<file path="config.mk">
export PLATFORM = sky130hd
export DESIGN_NAME = column_to_span_converter_flat
export DESIGN_NICKNAME = d
export VERILOG_FILES = /design/src/design/cspan_pkg.sv /design/src/design/cspan_ifs.sv /design/src/design/cspan_datapath.sv /design/src/design/cspan_ctrl.sv /design/src/design/column_to_span_converter.sv /design/src/flat_wrapper.sv
export SDC_FILE = /design/constraint.sdc
export NUM_CORES = 1
export LEC_CHECK = 0
export BUFFER_PORTS_ARGS = -buffer_cell sky130_fd_sc_hd__buf_2
export CAP_MARGIN = 20
export CORE_MARGIN = 3
export CORE_UTILIZATION = 30
export CTS_BUF_LIST = sky130_fd_sc_hd__clkbuf_16
export DETAILED_ROUTE_END_ITERATION = 10
export PLACE_DENSITY = 0.46
export RECOVER_POWER = 25
export SYNTH_ARGS = -nofsm -noshare
export SYNTH_HDL_FRONTEND = slang
export SYNTH_SLANG_ARGS = --single-unit
</file>
<file path="constraint.sdc">
create_clock -name i_clk -period 5.46 [get_ports i_clk]
set_clock_uncertainty 0.15 [all_clocks]
set_input_delay 0.273 -clock i_clk [delete_from_list [all_inputs] [get_ports i_clk]]
set_output_delay 0.273 -clock i_clk [all_outputs]
set_load 0.05 [all_outputs]
</file>
<file path="src/design/cspan_pkg.sv">
`default_nettype none

package cspan_pkg;

    // fixed field widths of the column and span transactions
    localparam int COL_FW     = 10;
    localparam int ROW_FW     = 6;
    localparam int SPAN_COL_W = 9;

    typedef struct packed {
        logic load;
        logic rd_top;
        logic rd_bot;
        logic emit;
        logic wr_top;
        logic wr_bot;
        logic commit;
    } t_dp_cmd;

    typedef struct packed {
        logic close_top;
        logic close_bot;
        logic open_top;
        logic open_bot;
        logic out_free;
    } t_dp_status;

endpackage

`default_nettype wire

</file>
<file path="src/design/cspan_ifs.sv">
`default_nettype none

interface cspan_col_if;
    logic                          valid;
    logic                          ready;
    logic [cspan_pkg::COL_FW-1:0]  column;
    logic                          covered;
    logic [cspan_pkg::ROW_FW-1:0]  top_row;
    logic [cspan_pkg::ROW_FW-1:0]  bottom_row;

    modport source (output valid, column, covered, top_row, bottom_row, input ready);
    modport sink   (input valid, column, covered, top_row, bottom_row, output ready);
endinterface

interface cspan_span_if;
    logic                              valid;
    logic                              ready;
    logic [cspan_pkg::ROW_FW-1:0]      row;
    logic [cspan_pkg::SPAN_COL_W-1:0]  start_col;
    logic [cspan_pkg::SPAN_COL_W-1:0]  end_col;
    logic                              last;

    modport source (output valid, row, start_col, end_col, last, input ready);
    modport sink   (input valid, row, start_col, end_col, last, output ready);
endinterface

`default_nettype wire

</file>
<file path="src/design/cspan_datapath.sv">
`default_nettype none

module cspan_datapath #(
    parameter int ROWS    = 64,
    parameter int COLUMNS = 512
) (
    input  wire logic                               i_clk,
    input  wire logic                               i_rst_n,
    input  wire cspan_pkg::t_dp_cmd                 i_cmd,
    output cspan_pkg::t_dp_status                   o_status,
    input  wire logic [cspan_pkg::COL_FW-1:0]       i_column,
    input  wire logic                               i_covered,
    input  wire logic [cspan_pkg::ROW_FW-1:0]       i_top_row,
    input  wire logic [cspan_pkg::ROW_FW-1:0]       i_bottom_row,
    input  wire logic                               i_out_ready,
    output logic                                    o_out_valid,
    output logic [cspan_pkg::ROW_FW-1:0]            o_row,
    output logic [cspan_pkg::SPAN_COL_W-1:0]        o_start_col,
    output logic [cspan_pkg::SPAN_COL_W-1:0]        o_end_col,
    output logic                                    o_last
);

    localparam int RW     = $clog2(ROWS + 1);
    localparam int AW     = $clog2(ROWS);
    localparam int ROW_XW = cspan_pkg::ROW_FW + 1;
    localparam int CW     = $clog2(COLUMNS + 1);
    localparam int CMPW   = (CW > cspan_pkg::COL_FW) ? CW : cspan_pkg::COL_FW;
    localparam int SW     = cspan_pkg::SPAN_COL_W;

    // interval walk registers, values 0..ROWS
    logic [RW-1:0] r_t1, n_t1, r_b1, n_b1;
    logic [RW-1:0] r_nt, n_nt, r_nb, n_nb;
    logic [RW-1:0] r_et, n_et, r_eb, n_eb;

    logic [SW-1:0] r_col, n_col, r_end, n_end;
    logic          r_new_cov, n_new_cov;
    logic [AW-1:0] r_new_top, n_new_top, r_new_bot, n_new_bot;
    logic          r_prev_cov, n_prev_cov;
    logic [AW-1:0] r_prev_top, n_prev_top, r_prev_bot, n_prev_bot;
    logic [AW-1:0] r_emit_row, n_emit_row;

    logic [SW-1:0] r_rdata;
    logic [SW-1:0] r_row_start [ROWS];

    logic                           r_out_valid, n_out_valid;
    logic [cspan_pkg::ROW_FW-1:0]   r_out_row, n_out_row;
    logic [SW-1:0]                  r_out_start, n_out_start;
    logic [SW-1:0]                  r_out_end, n_out_end;
    logic                           r_out_last, n_out_last;

    logic [CMPW-1:0]   col_ext, col_sat;
    logic [ROW_XW-1:0] t_ext, b_ext, b_sat;
    logic              cov_ok, cov_adj;

    logic              close_top, close_bot, open_top, open_bot;
    logic              rd_en, wr_en;
    logic [AW-1:0]     rd_addr, wr_addr;

    // input item clean-up: saturate column and bottom row, drop empty or out-of-range intervals
    always_comb begin
        col_ext = CMPW'(i_column);
        col_sat = (col_ext > CMPW'(COLUMNS)) ? CMPW'(COLUMNS) : col_ext;
        t_ext   = {1'b0, i_top_row};
        b_ext   = {1'b0, i_bottom_row};
        b_sat   = (b_ext >= ROW_XW'(ROWS)) ? ROW_XW'(ROWS - 1) : b_ext;
        cov_ok  = i_covered && (t_ext < ROW_XW'(ROWS));
        cov_adj = cov_ok && (t_ext <= b_sat);
    end

    assign close_top = (r_t1 < r_nt) && (r_t1 <= r_b1);
    assign close_bot = (r_b1 > r_nb) && (r_b1 >= r_t1);
    assign open_top  = (r_et < r_t1) && (r_et <= r_eb);
    assign open_bot  = (r_eb > r_b1) && (r_eb >= r_et);

    assign rd_en   = i_cmd.rd_top | i_cmd.rd_bot;
    assign rd_addr = i_cmd.rd_top ? AW'(r_t1) : AW'(r_b1);
    assign wr_en   = i_cmd.wr_top | i_cmd.wr_bot;
    assign wr_addr = i_cmd.wr_top ? AW'(r_et) : AW'(r_eb);

    always_comb begin
        o_status.close_top = close_top;
        o_status.close_bot = close_bot;
        o_status.open_top  = open_top;
        o_status.open_bot  = open_bot;
        o_status.out_free  = !r_out_valid || i_out_ready;
    end

    always_comb begin
        n_t1        = r_t1;
        n_b1        = r_b1;
        n_nt        = r_nt;
        n_nb        = r_nb;
        n_et        = r_et;
        n_eb        = r_eb;
        n_col       = r_col;
        n_end       = r_end;
        n_new_cov   = r_new_cov;
        n_new_top   = r_new_top;
        n_new_bot   = r_new_bot;
        n_prev_cov  = r_prev_cov;
        n_prev_top  = r_prev_top;
        n_prev_bot  = r_prev_bot;
        n_emit_row  = r_emit_row;
        n_out_valid = r_out_valid;
        n_out_row   = r_out_row;
        n_out_start = r_out_start;
        n_out_end   = r_out_end;
        n_out_last  = r_out_last;

        if (i_cmd.load) begin
            // an empty interval sits past every row: top ROWS, bottom 0
            n_t1      = r_prev_cov ? RW'(r_prev_top) : RW'(ROWS);
            n_b1      = r_prev_cov ? RW'(r_prev_bot) : '0;
            n_nt      = cov_adj ? RW'(t_ext) : RW'(ROWS);
            n_nb      = cov_adj ? RW'(b_sat) : '0;
            n_et      = cov_adj ? RW'(t_ext) : RW'(ROWS);
            n_eb      = cov_adj ? RW'(b_sat) : '0;
            n_col     = col_sat[SW-1:0];
            n_end     = col_sat[SW-1:0] - SW'(1);
            n_new_cov = cov_adj;
            n_new_top = cov_adj ? AW'(t_ext) : '0;
            n_new_bot = cov_adj ? AW'(b_sat) : '0;
        end
        if (i_cmd.rd_top) begin
            n_emit_row = rd_addr;
            n_t1       = r_t1 + RW'(1);
        end
        if (i_cmd.rd_bot) begin
            n_emit_row = rd_addr;
            n_b1       = r_b1 - RW'(1);
        end
        if (i_cmd.wr_top) begin
            n_et = r_et + RW'(1);
        end
        if (i_cmd.wr_bot) begin
            n_eb = r_eb - RW'(1);
        end
        if (i_cmd.commit) begin
            n_prev_cov = r_new_cov;
            n_prev_top = r_new_top;
            n_prev_bot = r_new_bot;
        end

        if (i_cmd.emit) begin
            n_out_valid = 1'b1;
            n_out_row   = cspan_pkg::ROW_FW'(r_emit_row);
            n_out_start = r_rdata;
            n_out_end   = r_end;
            // walk registers already moved past this row
            n_out_last  = !(close_top || close_bot);
        end else if (i_out_ready) begin
            n_out_valid = 1'b0;
        end
    end

    always_ff @(posedge i_clk) begin
        if (!i_rst_n) begin
            r_t1        <= RW'(ROWS);
            r_b1        <= '0;
            r_et        <= RW'(ROWS);
            r_eb        <= '0;
            r_prev_cov  <= 1'b0;
            r_prev_top  <= '0;
            r_prev_bot  <= '0;
            r_out_valid <= 1'b0;
        end else begin
            r_t1        <= n_t1;
            r_b1        <= n_b1;
            r_et        <= n_et;
            r_eb        <= n_eb;
            r_prev_cov  <= n_prev_cov;
            r_prev_top  <= n_prev_top;
            r_prev_bot  <= n_prev_bot;
            r_out_valid <= n_out_valid;
        end
    end

    always_ff @(posedge i_clk) begin
        r_nt        <= n_nt;
        r_nb        <= n_nb;
        r_col       <= n_col;
        r_end       <= n_end;
        r_new_cov   <= n_new_cov;
        r_new_top   <= n_new_top;
        r_new_bot   <= n_new_bot;
        r_emit_row  <= n_emit_row;
        r_out_row   <= n_out_row;
        r_out_start <= n_out_start;
        r_out_end   <= n_out_end;
        r_out_last  <= n_out_last;
    end

    // start column store, one write or one registered read per cycle, never both
    always_ff @(posedge i_clk) begin
        if (wr_en) begin
            r_row_start[wr_addr] <= r_col;
        end
        if (rd_en) begin
            r_rdata <= r_row_start[rd_addr];
        end
    end

    assign o_out_valid = r_out_valid;
    assign o_row       = r_out_row;
    assign o_start_col = r_out_start;
    assign o_end_col   = r_out_end;
    assign o_last      = r_out_last;

    a_rd_in_range: assert property (@(posedge i_clk) disable iff (!i_rst_n)
        rd_en |-> (RW'(rd_addr) < RW'(ROWS)))
        else $error("start column read outside the row range");

    a_wr_in_range: assert property (@(posedge i_clk) disable iff (!i_rst_n)
        wr_en |-> (RW'(wr_addr) < RW'(ROWS)))
        else $error("start column write outside the row range");

    a_no_rd_wr: assert property (@(posedge i_clk) disable iff (!i_rst_n)
        !(rd_en && wr_en))
        else $error("read and write of the start store in one cycle");

endmodule

`default_nettype wire

</file>
<file path="src/design/cspan_ctrl.sv">
`default_nettype none

module cspan_ctrl (
    input  wire logic                   i_clk,
    input  wire logic                   i_rst_n,
    input  wire logic                   i_in_valid,
    output logic                        o_in_ready,
    input  wire cspan_pkg::t_dp_status  i_status,
    output cspan_pkg::t_dp_cmd          o_cmd
);

    localparam logic [1:0] ST_IDLE  = 2'd0;
    localparam logic [1:0] ST_SCAN  = 2'd1;
    localparam logic [1:0] ST_FETCH = 2'd2;
    localparam logic [1:0] ST_OPEN  = 2'd3;

    logic [1:0] r_state, n_state;

    always_comb begin
        n_state    = r_state;
        o_cmd      = '0;
        o_in_ready = 1'b0;
        unique case (r_state)
            ST_IDLE: begin
                o_in_ready = 1'b1;
                if (i_in_valid) begin
                    o_cmd.load = 1'b1;
                    n_state    = ST_SCAN;
                end
            end
            ST_SCAN: begin
                // rows above the new interval close before rows below it
                priority if (i_status.close_top) begin
                    o_cmd.rd_top = 1'b1;
                    n_state      = ST_FETCH;
                end else if (i_status.close_bot) begin
                    o_cmd.rd_bot = 1'b1;
                    n_state      = ST_FETCH;
                end else begin
                    n_state = ST_OPEN;
                end
            end
            ST_FETCH: begin
                if (i_status.out_free) begin
                    o_cmd.emit = 1'b1;
                    n_state    = ST_SCAN;
                end
            end
            ST_OPEN: begin
                priority if (i_status.open_top) begin
                    o_cmd.wr_top = 1'b1;
                end else if (i_status.open_bot) begin
                    o_cmd.wr_bot = 1'b1;
                end else begin
                    o_cmd.commit = 1'b1;
                    n_state      = ST_IDLE;
                end
            end
            default: begin
                n_state = ST_IDLE;
            end
        endcase
    end

    always_ff @(posedge i_clk) begin
        if (!i_rst_n) begin
            r_state <= ST_IDLE;
        end else begin
            r_state <= n_state;
        end
    end

    a_idle_settled: assert property (@(posedge i_clk) disable iff (!i_rst_n)
        (r_state == ST_IDLE) |-> !(i_status.close_top || i_status.close_bot ||
                                   i_status.open_top || i_status.open_bot))
        else $error("idle with rows still to close or open");

    a_emit_free: assert property (@(posedge i_clk) disable iff (!i_rst_n)
        o_cmd.emit |-> i_status.out_free)
        else $error("span loaded over a waiting span");

    a_read_then_fetch: assert property (@(posedge i_clk) disable iff (!i_rst_n)
        (o_cmd.rd_top || o_cmd.rd_bot) |=> (r_state == ST_FETCH))
        else $error("start column read not followed by fetch");

endmodule

`default_nettype wire

</file>
<file path="src/design/column_to_span_converter.sv">
`default_nettype none

// channel   dir   transaction
// i_col     in    one screen column: column, covered, top_row, bottom_row
// o_span    out   one finished span: row, start_col, end_col, last
//
// a column is accepted in the idle step; each span it closes takes a start column
// read from the single-port row store, then a load of the output register; each
// row it opens takes one store write, and the walk then finishes with a commit.
// synchronous active-low reset; the row start store is not cleared.
// a stalled o_span holds the walk in its fetch step; a waiting span does not
// block acceptance of the next column.

module column_to_span_converter #(
    parameter int ROWS    = 64,
    parameter int COLUMNS = 512
) (
    input  wire logic   i_clk,
    input  wire logic   i_rst_n,
    cspan_col_if.sink   i_col,
    cspan_span_if.source o_span
);

    cspan_pkg::t_dp_cmd    cmd;
    cspan_pkg::t_dp_status status;
    logic                  in_ready;

    cspan_ctrl u_ctrl (
        .i_clk      (i_clk),
        .i_rst_n    (i_rst_n),
        .i_in_valid (i_col.valid),
        .o_in_ready (in_ready),
        .i_status   (status),
        .o_cmd      (cmd)
    );

    cspan_datapath #(
        .ROWS    (ROWS),
        .COLUMNS (COLUMNS)
    ) u_datapath (
        .i_clk        (i_clk),
        .i_rst_n      (i_rst_n),
        .i_cmd        (cmd),
        .o_status     (status),
        .i_column     (i_col.column),
        .i_covered    (i_col.covered),
        .i_top_row    (i_col.top_row),
        .i_bottom_row (i_col.bottom_row),
        .i_out_ready  (o_span.ready),
        .o_out_valid  (o_span.valid),
        .o_row        (o_span.row),
        .o_start_col  (o_span.start_col),
        .o_end_col    (o_span.end_col),
        .o_last       (o_span.last)
    );

    assign i_col.ready = in_ready;

endmodule

`default_nettype wire
</file>
<file path="src/flat_wrapper.sv">
// flat-port wrapper written by rule: the top's interface ports become plain ports
module column_to_span_converter_flat 
#(
    parameter int ROWS    = 64,
    parameter int COLUMNS = 512
)
  (i_clk, i_rst_n, i_col_valid, i_col_column, i_col_covered, i_col_top_row, i_col_bottom_row, i_col_ready, o_span_valid, o_span_row, o_span_start_col, o_span_end_col, o_span_last, o_span_ready);
  cspan_col_if i_col_i ();
  cspan_span_if o_span_i ();
  input  wire logic i_clk;
  input  wire logic i_rst_n;
  input wire logic [$bits(i_col_i.valid)-1:0] i_col_valid;
  input wire logic [$bits(i_col_i.column)-1:0] i_col_column;
  input wire logic [$bits(i_col_i.covered)-1:0] i_col_covered;
  input wire logic [$bits(i_col_i.top_row)-1:0] i_col_top_row;
  input wire logic [$bits(i_col_i.bottom_row)-1:0] i_col_bottom_row;
  output wire logic [$bits(i_col_i.ready)-1:0] i_col_ready;
  output wire logic [$bits(o_span_i.valid)-1:0] o_span_valid;
  output wire logic [$bits(o_span_i.row)-1:0] o_span_row;
  output wire logic [$bits(o_span_i.start_col)-1:0] o_span_start_col;
  output wire logic [$bits(o_span_i.end_col)-1:0] o_span_end_col;
  output wire logic [$bits(o_span_i.last)-1:0] o_span_last;
  input wire logic [$bits(o_span_i.ready)-1:0] o_span_ready;
  assign i_col_i.valid = i_col_valid;
  assign i_col_i.column = i_col_column;
  assign i_col_i.covered = i_col_covered;
  assign i_col_i.top_row = i_col_top_row;
  assign i_col_i.bottom_row = i_col_bottom_row;
  assign i_col_ready = i_col_i.ready;
  assign o_span_valid = o_span_i.valid;
  assign o_span_row = o_span_i.row;
  assign o_span_start_col = o_span_i.start_col;
  assign o_span_end_col = o_span_i.end_col;
  assign o_span_last = o_span_i.last;
  assign o_span_i.ready = o_span_ready;
  column_to_span_converter #(.ROWS(ROWS), .COLUMNS(COLUMNS)) u_core (.i_clk(i_clk), .i_rst_n(i_rst_n), .i_col(i_col_i), .o_span(o_span_i));
endmodule
</file>
After elaboration in Yosys (flattened, before gate mapping)
Memory sizes are Yosys's and may differ from the RTL's. A register that Yosys moved wholly into a read port is not among the register bits.
Cells that the tools add are included.
Widths: inputs -> output; s select.

storage, ports and cells
  register bits = 120
  RAM bits = 576
  input port bits = 27
  output and inout port bits = 27
  word-level logic and storage cells = 105
  memories = 1

memory list
  memory                         words  bits a word  read ports  clocked after memory_dff  write ports  line                  source
  u_core.u_datapath.r_row_start  64     9            1           1                         1            cspan_datapath.sv:43  logic [SW-1:0] r_row_start [ROWS];

cells by class
  $add $sub $neg = 5
  order comparisons = 10
  equal/unequal tests = 7
  muxes and demuxes = 42
  bitwise logic cells = 2
  reductions and logical operators = 17

operators with widths
  cell                  count
  $mux 7                10
  $mux 6                6
  $mux 1                16
  $add 7x1->7 const B   2
  $ge 7x7->1            2
  $gt 7x7->1            2
  $le 7x7->1            2
  $lt 7x7->1            2
  $mux 2                7
  $sub 7x1->7 const B   2
  $reduce_bool 2->1     6
  $gt 10x10->1 const B  1
  $mux 9                1
  $sub 9x1->9 const B   1
  $pmux 2 s4            1
  $le 6x6->1            1
  $ne 2x2->1 const B    3
  $logic_and 1x1->1     5
  $eq 2x2->1 const B    2
  $reduce_and 4->1      1
  $mux 3                1
  $eq 2x1->1 const B    1
  $logic_not 1->1       2
  $logic_not 2->1       1
  other kinds (3)       5

Longest topological paths before layout
  word-level depth = 8
  mapped depth = 19
  gate-level depth less buffers = 13

Cells and area by module
From an unflattened synthesis, not the netlist that was laid out.

second synthesis, totals
  cells, all modules = 2816
  area, all modules = 32213.4 um2

modules (own cells, without submodules)
  module          instances  cells an instance  area an instance (um2)  seq. area each (um2)
  cspan_datapath  1          2795               32050.7                 20659.8
  cspan_ctrl      1          21                 162.7                   40.0

Worst setup path before layout
Ideal clock, no wire load.

  path type = reg-to-reg
  start point = reg u_core.u_datapath.r_b1[2]
  end point = mem u_core.u_datapath.r_row_start[57][0] (netlist bit), enable pin
  library setup time = 0.378 ns
  data arrival time = 3.402 ns
  data required time = 4.932 ns
  path slack = 1.530 ns
  stages on the path, launching flop included = 14
  path buffers = 2
  clock period less this slack = 3.930 ns
  cell sequence = dfxtp_1 > clkbuf_1 > clkinv_1 > ha_1 > o21a_1 > o21a_1 > o21a_1 > o21a_1 > o21a_1 > o22ai_1 > nor4_1 > buf_2 > nand4_1 > a21oi_1

between the ends
  cells in the longest elaborated chain, start to end = 8

ends and longest elaborated chain
  element                       line                   source
  start: declaration            cspan_datapath.sv:31   logic [RW-1:0] r_t1, n_t1, r_b1, n_b1;
  start signal: assignment      cspan_datapath.sv:168  r_b1 <= n_b1;
  $gt 7x7->1                    cspan_datapath.sv:73   assign open_bot = (r_eb > r_b1) && (r_eb >= r_et);
  $logic_and 1x1->1             cspan_datapath.sv:73
  $mux 1                        cspan_ctrl.sv:52       end else if (i_status.open_bot) begin
  $mux 2                        cspan_ctrl.sv:50       priority if (i_status.open_top) begin
  $mux 3                        cspan_ctrl.sv:23       unique case (r_state)
  $or 1x1->1                    cspan_datapath.sv:77   assign wr_en = i_cmd.wr_top | i_cmd.wr_bot;
  $mux 1                        cspan_datapath.sv:195  if (wr_en) begin
  $mux 1 (not written as such)  cspan_datapath.sv:196  r_row_start[wr_addr] <= r_col;
  end: declaration              cspan_datapath.sv:43

No other way between the ends.

Final worst setup path
  start point = reg u_core.u_datapath.r_eb[0]
  end point = mem u_core.u_datapath.r_row_start[3][8] (netlist bit), enable pin

between the ends
  cells in the longest elaborated chain, start to end = 8
  elaborated cells between the ends (all ways) = 13
  classes of those cells = 3 x order compare; 7 x mux; 1 x bitwise; 2 x reduce/logical

ends and longest elaborated chain
  element                                          line                   source
  start: declaration                               cspan_datapath.sv:33   logic [RW-1:0] r_et, n_et, r_eb, n_eb;
  start signal: assignment                         cspan_datapath.sv:170  r_eb <= n_eb;
  $gt 7x7->1 / $ge 7x7->1 (equally long branches)  cspan_datapath.sv:73
  $logic_and 1x1->1                                cspan_datapath.sv:73
  $mux 1                                           cspan_ctrl.sv:52
  $mux 2                                           cspan_ctrl.sv:50
  $mux 3                                           cspan_ctrl.sv:23
  $or 1x1->1                                       cspan_datapath.sv:77
  $mux 1                                           cspan_datapath.sv:195
  $mux 1 (not written as such)                     cspan_datapath.sv:196

Parallel ways exist; a longest one is shown, timed or not.

==> metrics.md <==
| Metric | Value |
|---|---|
| Outcome | finished with violations |
| Violated checks | max-capacitance violations, max-slew violations |
| Most frequent cells in the layout | edfxtp_1, nand2_1, nand3_1 |
| First DRT Iteration DRCs | 1,694 |
| Most common cell on crit path | a21o_1 |
| Final hold viol count | 0 |
| Worst VDD drop | 186 uV |
| Boundary Pins | 54 |
| Clock Pin Slew Worst Setup and Hold Paths | 70 ps |
| Hpwl dp | ~54 mm |
| Unrepaired setup endpoints after global routing | no |
| Clock Latency Late Sink | 650 ps |
| Worst-Margin Slew | 3740 ps |
| Ys Warns | 0 |
| Top_reg_cell synth | edfxtp_1 |
| Antenna-violating nets left | 0 |
| Detail-routed via count per cell | about 5 |
| WHS | 101 ps |
| Inserted Diodes | 0 |
| Die ar. | 102,000 um2 |
| Routability congestion estimate | 0.817 |
| Setup TNS | 0 ps |
| Row cnt | 114 |
| Largest net degree at the start of global routing | 88 |
| Placed cell count | 3,543 |
| Max cap viols | 7 |
| Post-synth EDFFs | 660 |
| P&R area growth vs syn | 16.6% |
| Root buffer cell | clkbuf_16 |
| Layout cells sized above 1 | 0.121 |
| Post-synth ARST share | 0 |
| Initial DRT Pass Iterations | 5 |
| Crit Path Class | flip-flop to flip-flop |
| Clock Sinks | just over 700 |
| Core area | a little under 100,000 um2 |
| Post-synthesis register bit count | 704 |
| Critical-path cell list | inv_1 -> ha_1 -> nand2b_1 -> a21o_1 -> a21o_1 -> a21o_1 -> a21o_1 -> a21o_1 -> a21oi_1 -> nor3_2 -> mux2i_1 -> buf_4 -> nor2_1 |
| I/O Buffers | 53 |
| Final min period | between 4000 and 5000 ps |
| R2R setup slack | 560 ps |
| Pwr per Cell Area | 348 nW/um2 |
| Nature of the critical path endpoint | flip-flop |
| Total CTS buffers | 78 |
| Max Slew Vio Count | 455 |
| Static leakage power | 12.0 nW |
| Data arrival, critical path | between 5000 and 6000 ps |
| NumNets Final | 2,459 |
| Remaining DRCs | 0 |
| Max Clk Rate | 204 MHz |
| Seq/Total Area, Yosys | 0.704 |
| Instance area at placement | ~31,000 um2 |
| FF-to-FF path depth | 13 |
| Worst path slowest cell | a21oi_1 |
| Mapped Avg Cell Area | ~13 um2 |
| GRT Residual Overflow | 0 |
| Vias after detailed routing | between 15,000 and 20,000 |
| WHS Path Cells | 2 |
| Launch point of the worst reg-to-reg path | u_core.u_datapath.r_eb[0] |
| Vias in the first global route | 18,500 |
| Wire per inst | 23.2 um |
| Initial antenna violation count | 1 |
| Cells after synthesis | 2,232 |
| Period utilisation layout | 0.898 |
| Final WL | between 80 and 90 mm |
| Hold Startpoint | i_col_covered |
| Mapped Nets | 2,309 |
| Clock Tree Buf Depth | 3 |
| Commonest non-fill, non-tap cell in the layout | edfxtp_1 |
| Synthesized area | approximately 29,000 um2 |
| CTS tree | done |
| Die W | 319 um |
| Hold endpoint | u_core.u_datapath.r_new_cov |
| CP max FO | 11 |
| Min-delay worst type | primary input to flip-flop |
| Final setup viols | 0 |
| Max transition margin | -1.49 |
| First-pass GRT wire length | approximately 130 mm |
| Tot GR Track Use | 0.166 |
| CP peak stage delay | approximately 800 ps |
| Fin cells | 3,723 |
| Die Y | between 300 and 400 um |
| Unique masters post-synth | 75 |
| Worst EP required | 5570 ps |
| Final Cell Area | 34,300 um2 |
| Initial core utilization | 0.303 |
| R2R Path End | u_core.u_datapath.r_row_start[3][8] |
| H-tree Lvls | 3 |
| Startpoint Class | flip-flop |
## timing repair
item,4_1_cts,5_1_grt
hold endpoints to repair,54,0
hold buffers,34,0
setup buffers,0,0
resized for setup,0,0
setup endpoints to repair,0,0
## where the power goes
group / total, mW / switching [mW] / internal [mW]
clock network: 5.16 / 2.23 / 2.92
registers: 6.05 / 0.0332 / 6.02
logic: 0.722 / 0.525 / 0.197
## flip-flops by register name, summed over array words and instances (netlist names), 9 cells and up
signal / count
u_core.u_datapath.r_end: 9
u_core.u_datapath.r_row_start: 576
u_core.u_datapath.r_col: 9
u_core.u_datapath.r_rdata: 9
u_core.u_datapath.o_start_col: 9
u_core.u_datapath.o_end_col: 9
## routing by layer
metal / vias to the layer above / GRT usage / share of wire / routed length [um]
met3: 132 / 0.0289 / 0.056 / 4870
met4: 0 / 0.0503 / 0.030 / 2600
met1: 9620 / 0.225 / 0.44 / 37800
met2: 578 / 0.272 / 0.48 / 41100
li1: 8651 / - / - / -
met5: - / 0 / 0 / 0
## worst max path at each step
stage	from	endpoint	cells past startpoint
2_1_floorplan	u_core.u_datapath.r_b1[2]	u_core.u_datapath.r_row_start[57][0]	13
3_3_place_gp	u_core.u_datapath.r_eb[0]	u_core.u_datapath.r_row_start[2][0]	13
3_5_place_dp	u_core.u_datapath.r_t1[2]	u_core.u_datapath.r_rdata[5]	11
4_1_cts	u_core.u_datapath.r_eb[0]	u_core.u_datapath.r_row_start[2][1]	13
5_1_grt	u_core.u_datapath.r_eb[0]	u_core.u_datapath.r_row_start[3][8]	13
6_report	u_core.u_datapath.r_eb[0]	u_core.u_datapath.r_row_start[3][8]	13
## cell usage after synthesis, types with 23 or more instances
cell	count	area share
nand2_1	487	0.062
dfxtp_1	44	0.030
a21oi_1	80	0.014
a31oi_1	53	0.011
nor3_1	31	0.0053
edfxtp_1	660	0.67
inv_1	47	0.0060
o21ai_0	46	0.0078
and3_1	23	0.0049
ha_1	50	0.021
nor2_1	100	0.013
clkbuf_1	41	0.0052
nand4_1	36	0.0077
nand3_1	140	0.024
buf_2	48	0.0082
mux2i_1	62	0.021
## worst max-delay path: cells and delay by family (launching register included)
family          cells  cell delay, ps
fa+ha+maj           1             300
compound gates      6            1660
buf+inv             2             460
simple gates        3            1180
mux                 1             300
flops               1             470
## kinds of logic after synthesis
logic type	Yosys count	synth area share
XOR/XNOR	8	0.00238
AO/OA/AOI/OAI	333	0.0798
flip-flops	704	0.704
adder cells (fa/ha/maj)	50	0.0213
multiplexers	76	0.0307
AND/OR/NAND/NOR	885	0.132
buffers and inverters	176	0.0296
## cell type report
class	count	area, um2
clock buffers	78	1950
clock inverters	67	576
fillers	9395	62700
inverters	55	211
multi-input cells	1352	7860
flip-flops and latches	704	20700
well taps	1276	1600
repair buffers	191	1400
## stage by stage
step                worst slack (ps)  utilization  power [mW]
finish                           559        0.354        11.9
global route                     339        0.354        12.3
CTS                              617        0.354        12.1
detailed placement               613        0.325        6.87
global placement                 623        0.324        6.86
floorplan                       1530            -        6.54
(Power assumes the default switching activity.)
